File: config.mk
export PLATFORM = sky130hd
export DESIGN_NAME = srdm_front
export DESIGN_NICKNAME = d
export VERILOG_FILES = /design/src/rtl/srdm_pkg.sv /design/src/rtl/srdm_front.sv
export SDC_FILE = /design/constraint.sdc
export NUM_CORES = 1
export LEC_CHECK = 0
export ABC_AREA = 1
export BUFFER_PORTS_ARGS = -buffer_cell sky130_fd_sc_hd__buf_2
export CORE_ASPECT_RATIO = 0.6
export CORE_MARGIN = 3
export CORE_UTILIZATION = 51
export DETAILED_ROUTE_END_ITERATION = 8
export GPL_TIMING_DRIVEN = 1
export PLACE_DENSITY_LB_ADDON = 0.08
export SETUP_SLACK_MARGIN = 0.05
export SYNTH_ARGS = -nofsm -noshare
export SYNTH_HDL_FRONTEND = slang
export SYNTH_SLANG_ARGS = --single-unit
File: constraint.sdc
create_clock -name clock -period 3.29 [get_ports clock]
set_clock_uncertainty 0.2 [all_clocks]
set_input_delay 0 -clock clock [delete_from_list [all_inputs] [get_ports clock]]
set_output_delay 0 -clock clock [all_outputs]
set_load 0.02 [all_outputs]
File: src/rtl/srdm_pkg.sv
// Shared types and constants of the split ring descriptor manager.
// Used by every module of the block but srdm_ram; depends on nothing.
package srdm_pkg;

   localparam int MAX_QUEUE_SIZE = 256;
   localparam int IDX_W = $clog2(MAX_QUEUE_SIZE);
   localparam int QS_W = IDX_W + 1;
   localparam logic [15:0] END_MARK = 16'hFFFF;

   localparam logic [1:0] ACT_ADD  = 2'd0;
   localparam logic [1:0] ACT_GET  = 2'd1;
   localparam logic [1:0] ACT_POST = 2'd2;

   localparam logic [2:0] ST_TAKEN     = 3'd0;
   localparam logic [2:0] ST_PUBLISHED = 3'd1;
   localparam logic [2:0] ST_REJECTED  = 3'd2;
   localparam logic [2:0] ST_RETURNED  = 3'd3;
   localparam logic [2:0] ST_NONE      = 3'd4;
   localparam logic [2:0] ST_POSTED    = 3'd5;

   // Link table word: NEXT flag on top of the 16-bit link.
   localparam int LINK_W = 17;
   // Used ring word: id on top of the length.
   localparam int USED_W = 40;

   typedef struct packed {
      logic [1:0]  action;
      logic        first;     // chain_pos is zero
      logic        last;      // chain_pos + 1 >= chain_count
      logic        bad_count; // chain_count zero
      logic [8:0]  count;
      logic [7:0]  used_id;
      logic [31:0] used_len;
   } cmd_type;

   typedef struct packed {
      logic [2:0]  status;
      logic [7:0]  head_index;
      logic [7:0]  got_id;
      logic [31:0] got_len;
      logic [15:0] avail_index;
      logic [8:0]  free_count;
   } rsp_type;

endpackage

File: src/rtl/srdm_front.sv
// Front end: decodes each request and holds it in a two-entry command queue.
// Depends on srdm_pkg.
module srdm_front (
   input  logic                  clock,
   input  logic                  reset,
   input  logic                  push,
   output logic                  full,
   input  logic [1:0]            req_action,
   input  logic [8:0]            req_chain_count,
   input  logic [7:0]            req_chain_pos,
   input  logic [7:0]            req_used_id,
   input  logic [31:0]           req_used_len,
   output logic                  cmd_valid,
   input  logic                  cmd_take,
   output srdm_pkg::cmd_type     cmd
);
   import srdm_pkg::*;

   cmd_type    slot_ff [2];
   cmd_type    dec;
   logic       wr_ptr_ff, wr_ptr_in, rd_ptr_ff, rd_ptr_in;
   logic [1:0] cnt_ff, cnt_in;
   logic       do_push, do_pop;

   always_comb begin
      dec.action    = req_action;
      dec.first     = (req_chain_pos == 8'd0);
      dec.last      = ({1'b0, req_chain_pos} + 9'd1) >= req_chain_count;
      dec.bad_count = (req_chain_count == 9'd0);
      dec.count     = req_chain_count;
      dec.used_id   = req_used_id;
      dec.used_len  = req_used_len;
   end

   assign full      = (cnt_ff == 2'd2);
   assign cmd_valid = (cnt_ff != 2'd0);
   assign cmd       = slot_ff[rd_ptr_ff];
   assign do_push   = push && !full;
   assign do_pop    = cmd_take && cmd_valid;

   always_comb begin
      wr_ptr_in = wr_ptr_ff ^ do_push;
      rd_ptr_in = rd_ptr_ff ^ do_pop;
      cnt_in    = cnt_ff + {1'b0, do_push} - {1'b0, do_pop};
   end

   always_ff @(posedge clock) begin
      if (reset) begin
         wr_ptr_ff <= 1'b0;
         rd_ptr_ff <= 1'b0;
         cnt_ff    <= 2'd0;
      end else begin
         wr_ptr_ff <= wr_ptr_in;
         rd_ptr_ff <= rd_ptr_in;
         cnt_ff    <= cnt_in;
      end
      if (do_push) begin
         slot_ff[wr_ptr_ff] <= dec;
      end
   end
endmodule

**Yosys cells after proc, flatten, opt, wreduce, memory -nomap -nowiden**

Memories as Yosys holds them, arrays and structs flattened. A register that Yosys moved wholly into a read port is not among the register bits.
Index checks and enable logic that the tools add are counted.
Widths: inputs -> output; s select.

- Output and inout bits: 56
- Memories: 1
- Input bits: 63
- Register bits after elaboration: 4
- Memory bits (writable): 108

- $lt $le $gt $ge: 1
- Add/sub/neg operators: 3
- Multiplexer cells: 3
- Equal/unequal tests: 1
- Bitwise logic cells: 2
- Reduce and logical (&&, ||, !) cells: 6

Memories:

| memory | depth | bits a word | rd ports | clocked after Yosys merged registers in | write ports | line | RTL |
|---|---|---|---|---|---|---|---|
| slot_ff | 2 | 54 | 1 | 1 | 1 | srdm_front.sv:19 | `cmd_type slot_ff [2];` |

Operators with widths:

| kind | number |
|---|---|
| $add 8x1->9 const B | 1 |
| $ge 9x9->1 | 1 |
| $logic_not 9->1 | 1 |
| $logic_not 8->1 | 1 |
| $mux 1 | 3 |
| $add 2x1->2 | 1 |
| $eq 2x2->1 const B | 1 |
| $logic_and 1x1->1 | 2 |
| $reduce_bool 2->1 | 1 |
| $sub 2x1->2 | 1 |
| $xor 1x1->1 | 2 |
| $logic_not 1->1 | 1 |

**Logic depth before layout (Yosys ltp)**

Gate-level depths: netlist (run 1).

- Depth in word-level cells: 5
- Depth in mapped cells: 12

**Least setup slack after synthesis (run 1)**

OpenSTA, ideal clock, no wires.

- Path kind: register to register
- Start point: reg cnt_ff[1]
- End point: mem slot_ff[1][0] in the netlist's numbering, enable pin
- Period minus slack after synthesis: 2.507 ns
- Setup time: 0.418 ns
- Setup slack: 0.783 ns
- Cell stages (with the launch flop): 5
- Path buffers: 0
- Arrival: 1.890 ns
- Cell sequence: dfxtp_1 inv_1 o21ai_0 inv_1 ha_1

- Longest elaborated chain between the ends: 5

Ends and longest elaborated chain:

| what | line | RTL |
|---|---|---|
| from (decl) | srdm_front.sv:22 | `logic [1:0] cnt_ff, cnt_in;` |
| from (signal assigned) | srdm_front.sv:55 | `cnt_ff <= cnt_in;` |
| $eq 2x2->1 | srdm_front.sv:35 | `assign full = (cnt_ff == 2'd2);` |
| $logic_not 1->1 | srdm_front.sv:38 | `assign do_push = push && !full;` |
| $logic_and 1x1->1 | srdm_front.sv:38 |  |
| $mux 1 | srdm_front.sv:57 | `if (do_push) begin` |
| $mux 1 (implied by the code) | srdm_front.sv:58 | `slot_ff[wr_ptr_ff] <= dec;` |
| to (decl) | srdm_front.sv:19 |  |

No other way between the ends.

==> impl_metrics.py, run 1 <==
metrics = {
    "status": {
        "status": "completed",
    },
    "synthesis": {
        "synthSimpleGateAreaFrac_pct": 19.1,
        "synth-xor-area-share_pct": 0.754,
        "synthMuxAreaShare_pct": 0,
        "syn_avg_cell_area_sq_um": 11.6,
        "syn_area_sq_um": 4650,
        "synthCells": 402,
        "ys_warn_count": 0,
        "ys_ff_latch": 112,
        "ys_seq_area_share_pct": 71.5,
        "synth_compound_area_share_pct": 0.485,
        "synthAdderAreaFrac_pct": 4.04,
        "syn_nets": 480,
        "synth_top_family_by_area": "simple AND/OR/NAND/NOR gates",
        "synthDistinctLibCells": 23,
    },
    "placement": {
        "io_buffers": 118,
        "dp.cells": 625,
        "place_congestion": 0.762,
        "dp.final_hpwl_mm": 6.26,
    },
    "job": {
        "max_cap_viol_count": 0,
    },
    "final_layout": {
        "mostFrequentLayoutCells": "nand2_1, buf_2, edfxtp_1, dlygate4sd3_1, inv_1",
        "layout_commonest_cell": "nand2_1",
        "nets": 659,
        "stdcell_count": 698,
        "n_antenna_cell": 0,
        "drive_above_1_share_pct": 24.7,
        "syn2layout_area_growth_pct": 33.8,
    },
    "sta": {
        "hold_viol_final": 0,
        "setup-tns-final_ns": 0,
        "fin_crit_ns": 2.10,
        "finalSetupViolations": 0,
        "rsz0062_at_grt": "false",
        "worstMarginPinSlew_ns": 0.961,
        "period_share_pct": 63.8,
        "slew_headroom_pct": 35.9,
        "fmax_mhz": 476,
        "slew_violations": 0,
    },
    "global_route": {
        "gr-usage-all-layers_pct": 20.2,
        "grt_start_max_net_pins": 57,
        "antenna_found_initial": 0,
        "grt_pass1_vias": 3292,
        "grt_pass1_wl_mm": 15.8,
        "grt.overflow.total": 0,
    },
    "route": {
        "drt-initial-drc-count": 173,
        "wirelength_mm": 9.94,
        "vias": 3307,
        "routed_via_density": 4.74,
        "drtPass1Iterations": 4,
        "detail-route-antenna-nets": 0,
        "drcViolationCount": 0,
        "wl_per_cell_um": 14.2,
    },
    "pwr": {
        "power_density_nw_per_um2": 704,
        "worst_ir_drop_vdd_mv": 0.446,
        "p_leak_nw": 2.80,
    },
    "clock_tree": {
        "htree_levels": 3,
        "numCtsBuffers": 9,
        "root_buffer": "clkbuf_16",
        "clk_latency_ns": 0.34,
        "postCtsSetupBuffers": 0,
        "cts_resized": 0,
        "clock_path_buffers": 2,
        "clk_pin_slew_ns": 0.07,
        "clock-sinks": 112,
        "cts_tree": "done",
    },
    "floorplanning": {
        "core_area_sq_um": 8690,
        "dieWidth_um": 129,
        "start_util_pct": 53.5,
        "rows": 26,
        "die_area_sq_um": 10300,
        "die_y_um": 79.9,
        "io_pins": 119,
    },
    "worst_setup_path": {
        "cp.arrival_ns": 2.10,
        "critPathRequiredTime_ns": 3.29,
        "critPathMaxFanout": 3,
        "cp-start-kind": "input port",
        "path_class": "input port to register",
        "endpoint_kind": "register",
    },
    "hold_path": {
        "hold_class": "input port to register",
    },
}
[state kept, by name, summed over array words and instances (netlist names)]
signal,flops
wr_ptr_ff,1
slot_ff,108
rd_ptr_ff,1
cnt_ff,2
[per-layer routing]
layer	global-route usage (%)	wire length, um	up-vias
met5	0	0	-
met4	4.82	70	0
met1	27.9	4670	1518
met2	32.2	4520	111
li1	-	-	1672
met3	5.35	673	6
[kinds of logic (layout without fill, tap and decap cells)]
kind of cell / after synthesis / count (layout)
buf+inv: 44 / 228
compound gates: 4 / 4
flops: 112 / 112
fa+ha+maj: 15 / 15
simple gates: 223 / 223
xor+xnor: 4 / 4
[final cells by class]
cell class	instances	area, sq um
Tap cell	112	140
Clock buffer	10	229
Multi-Input combinational cell	246	1140
Clock inverter	6	58.8
Timing Repair Buffer	179	1200
Sequential cell	112	3320
Fill cell	619	2470
Inverter	33	124
[worst max-delay path, cell delays in order]
cell and delay, ns:
dlygate4sd3_1 0.56, buf_2 0.14, inv_1 0.10, nand4_1 0.08, dlygate4sd3_1 0.56, nor2_1 0.09
dlygate4sd3_1 0.57
[Yosys cell counts]
master	instances	area, sq um
nor2_1	13	48.8
xnor2_1	1	8.76
or2_2	1	6.26
and2_1	1	6.26
edfxtp_1	108	3240
nor3b_1	1	7.51
inv_1	32	120
buf_4	5	37.5
buf_2	6	30.0
nand2_1	191	717
nor3_1	2	10.0
nor3_2	1	10.0
inv_2	1	3.75
o21ai_0	1	5.00
nand3_1	6	30.0
xor2_1	3	26.3
ha_1	15	188
nand4_1	3	18.8
dfxtp_1	4	80.1
nand3_2	2	20.0
o21a_1	1	7.51
a21oi_1	2	10.0
nor2_2	2	12.5
[metrics by stage]
step	total power [W]	hold WS [ns]	util (%)	area, sq um	worst slack, ns
4_1_cts	0.00440	0.135	71.6	6220	1.22
3_3_place_gp	0.00330	-0.0124	61.7	5360	1.29
6_report	0.00438	0.146	71.6	6220	1.19
3_5_place_dp	0.00332	-0.00729	61.7	5360	1.22
5_1_grt	0.00463	0.174	71.6	6220	1.08
2_1_floorplan	0.00284	-0.133	-	4650	0.783
[report_power, final]
part / internal, W / switching (W) / leakage, nW / total [W]
Sequential: 0.00185 / 0.0000619 / 1.05 / 0.00192
Combinational: 0.000443 / 0.000974 / 1.62 / 0.00142
Clock: 0.000587 / 0.000460 / 0.138 / 0.00105
[path summary, 6_finish.rpt]
path | from | end | slack [ns] | cells after the start
setup / recovery | req_chain_pos[6] | slot_ff[1][51] | 1.19 | 7
hold / removal | req_chain_pos[0] | slot_ff[1][50] | 0.15 | 5
setup reg to reg | cnt_ff[1] | slot_ff[0][47] | 1.25 | 5
hold reg to reg | wr_ptr_ff | wr_ptr_ff | 0.40 | 3
[timing repair]
item	CTS	global route
hold endpoints to repair	110	0
hold buffers	57	0
setup endpoints to repair	0	0
Note: power is estimated with default switching activity, not from simulation.
==> run 2: changes to the inputs <==
- ABC_AREA: 1 -> 0
- CORE_UTILIZATION: 51 -> 47
- clock period: 3.29 -> 1.8 ns (I/O delays scaled with it)
==> impl_metrics.py, run 2 <==
metrics = {
    "worst_setup_path": {
        "critical-path-slowest-cell": "dfxtp_2",
        "path_cells": "or2_4 -> and2_4 -> ha_4 -> inv_2 -> ha_4 -> xor2_2 -> xnor2_1 -> nor2_1",
        "max_stage_delay_ns": 0.32,
        "critPathTopFamily": "simple AND/OR/NAND/NOR gates",
        "cp-start-kind": "register",
        "worst-path-stages": 8,
        "cp.arrival_ns": 1.85,
        "endpoint_kind": "register",
        "critPathBufInv": 1,
        "crit_top_cell": "ha_4",
        "path_class": "register to register",
        "critPathRequiredTime_ns": 1.84,
        "critPathMaxFanout": 2,
        "reg2reg_depth": 8,
    },
    "pwr": {
        "worst_ir_drop_vdd_mv": 0.789,
        "pwr-share-seq_pct": 43.8,
        "pwr-share-clk_pct": 22.7,
        "power_frac_comb_pct": 33.6,
        "power_density_nw_per_um2": 1230,
        "swShare_pct": 30.5,
        "switching_power_w": 0.00237,
        "p_int_w": 0.00541,
        "p_leak_nw": 2.49,
    },
    "synthesis": {
        "synth-edff-count": 108,
        "ys_warn_count": 0,
        "synthFlopType": "edfxtp_1",
        "syn_area_sq_um": 4490,
        "yosysMostFrequentCell": "edfxtp_1",
        "synthMuxAreaShare_pct": 13.5,
        "synthDistinctLibCells": 30,
        "syn_nets": 322,
        "async_reset_ff_share_pct": 0,
        "syn_avg_cell_area_sq_um": 18.4,
        "synth_area_leaders": "edfxtp_1, mux2_2, ha_1, dfxtp_1, inv_1",
        "synthAdderAreaFrac_pct": 4.18,
        "synthSimpleGateAreaFrac_pct": 3.48,
        "ys_ff_latch": 112,
        "yosys-top-cells-count": "edfxtp_1, mux2_2, ha_1, inv_1, xnor2_1",
        "synth_compound_area_share_pct": 0.919,
        "synth-xor-area-share_pct": 1.76,
        "yosys.area.top_type": "edfxtp_1",
        "ys_seq_area_share_pct": 74.0,
        "yosysTopAreaCellShare_pct": 72.2,
        "synthCells": 244,
        "synth_top_family_by_area": "multiplexers",
    },
    "route": {
        "drt-initial-drc-count": 179,
        "wl_per_cell_um": 16.6,
        "detail-route-antenna-nets": 0,
        "routed_via_density": 4.78,
        "drcViolationCount": 0,
        "vias": 2736,
        "drtPass1Iterations": 4,
        "wirelength_mm": 9.50,
    },
    "sta": {
        "fin_crit_ns": 1.81,
        "slew_headroom_pct": 71.5,
        "worstMarginPinSlew_ns": 0.424,
        "slew_violations": 0,
        "setup_slack_ns": -0.00590,
        "fmax_mhz": 554,
        "setup-tns-final_ns": -0.00590,
        "rsz0062_at_grt": "true",
        "hold_viol_final": 0,
        "finalSetupViolations": 1,
        "period_share_pct": 100,
    },
    "hold_path": {
        "hold_class": "input port to register",
        "whs_path_depth": 2,
    },
    "clock_tree": {
        "clock-sinks": 112,
        "root_buffer": "clkbuf_16",
        "clk_latency_ns": 0.35,
        "numCtsBuffers": 9,
        "htree_levels": 3,
        "cts_tree": "done",
        "clock_path_buffers": 2,
        "clk_pin_slew_ns": 0.07,
    },
    "floorplanning": {
        "io_pins": 119,
        "start_util_pct": 50.6,
        "rows": 26,
        "die_area_sq_um": 10800,
        "die_y_um": 81.7,
        "core_area_sq_um": 8880,
        "dieWidth_um": 132,
    },
    "final_layout": {
        "drive_above_1_share_pct": 48.9,
        "fin_area_sq_um": 6330,
        "mostFrequentLayoutCells": "buf_2, edfxtp_1, dlygate4sd3_1, mux2_2, inv_1",
        "largest_reg_flops": 108,
        "fill_cells": 611,
        "regMostFlops": "slot_ff",
        "layout_commonest_cell": "buf_2",
        "n_antenna_cell": 0,
        "nets": 519,
        "syn2layout_area_growth_pct": 41.0,
        "reg_top3": "slot_ff (108), cnt_ff (2)",
    },
    "global_route": {
        "grt_pass1_wl_mm": 14.5,
        "gr-usage-all-layers_pct": 18.0,
        "grt.overflow.total": 0,
        "grt_pass1_vias": 2873,
        "antenna_found_initial": 0,
        "grt_start_max_net_pins": 35,
    },
    "placement": {
        "dp.final_hpwl_mm": 6.07,
        "place_congestion": 0.730,
        "place_area_sq_um": 5370,
        "io_buffers": 118,
    },
    "status": {
        "status": "complete, but fails checks",
        "violations": "negative setup slack",
    },
    "job": {
        "max_cap_viol_count": 0,
    },
}
## run 2: cell count changes after synthesis, sizes merged, moves of 5 or more
cell,before,now
nand3,8,3
nor2,15,5
inv,33,14
nand2,191,5
mux2,0,54
xnor2,1,6
buf,11,6
## run 2: final timing paths
path / start / to / slack, ns
worst max-delay path: cnt_ff[1] / cnt_ff[1] / -0.006
worst min-delay path: req_used_id[4] / slot_ff[1][36] / 0.17
worst max register to register: cnt_ff[1] / cnt_ff[1] / -0.006
worst min register to register: cnt_ff[1] / cnt_ff[1] / 0.41
## run 2: power by group through the flow
| stage | combinational, W | sequential, W | clock, W |
|---|---|---|---|
| 5_1_grt | 0.00279 | 0.00344 | 0.00194 |
| 2_1_floorplan | 0.00151 | 0.00343 | 0 |
| 4_1_cts | 0.00249 | 0.00340 | 0.00181 |
| 6_report | 0.00261 | 0.00341 | 0.00177 |
| 3_5_place_dp | 0.00231 | 0.00345 | 0 |
| 3_3_place_gp | 0.00231 | 0.00343 | 0 |
## run 2: stage by stage
step	util (%)	total power (W)	hold WS (ns)	std cells	setup slack (ns)
floorplan	-	0.00494	-0.133	244	-0.165
global placement	60.4	0.00573	-0.0132	497	-0.101
detailed placement	60.4	0.00576	-0.00926	497	-0.189
CTS	70.2	0.00769	0.124	569	-0.0255
global route	71.3	0.00817	0.167	572	-0.0662
finish	71.3	0.00779	0.169	572	-0.00590
## run 2: repair_timing
item                                   in CTS  in global routing
hold buffers                               56                  0
endpoints found under the hold margin     110                  0
resized for setup                          10                  8
setup endpoints to repair                  14                108
buffers inserted                            0                  1
gates cloned                                0                  2
pin swaps                                   7                  7
## run 2: per-layer routing
layer	share of wire, %	global-route usage, %	up-vias
met4	1.2	5.81	0
met3	6.9	6.67	11
met1	47	23.2	1313
met2	45	28.8	89
li1	-	-	1323
met5	0	0	-
## run 2: final cells by class
class | instances | area, sq um | area share (%)
Clock buffer | 9 | 225 | 3.56
Clock inverter | 7 | 37.5 | 0.593
Inverter | 14 | 52.6 | 0.830
Multi-Input combinational cell | 112 | 1140 | 18.0
Sequential cell | 112 | 3330 | 52.6
Tap cell | 126 | 158 | 2.49
Timing Repair Buffer | 192 | 1390 | 22.0
## run 2: cells by family after synthesis
family	Yosys count
AO/OA/AOI/OAI	7
XOR/XNOR	9
adder cells (fa/ha/maj)	15
buffers and inverters	20
flip-flops	112
multiplexers	54
AND/OR/NAND/NOR	27
## run 2: worst register-to-register path, delay by kind of cell (launching register included)
| family | cells | cell delay (ns) |
|---|---|---|
| and+or+nand+nor | 3 | 0.46 |
| buffers and inverters | 1 | 0.04 |
| DFF | 1 | 0.32 |
| xor gates and xnor gates | 2 | 0.27 |
| adders and majority gates | 2 | 0.40 |
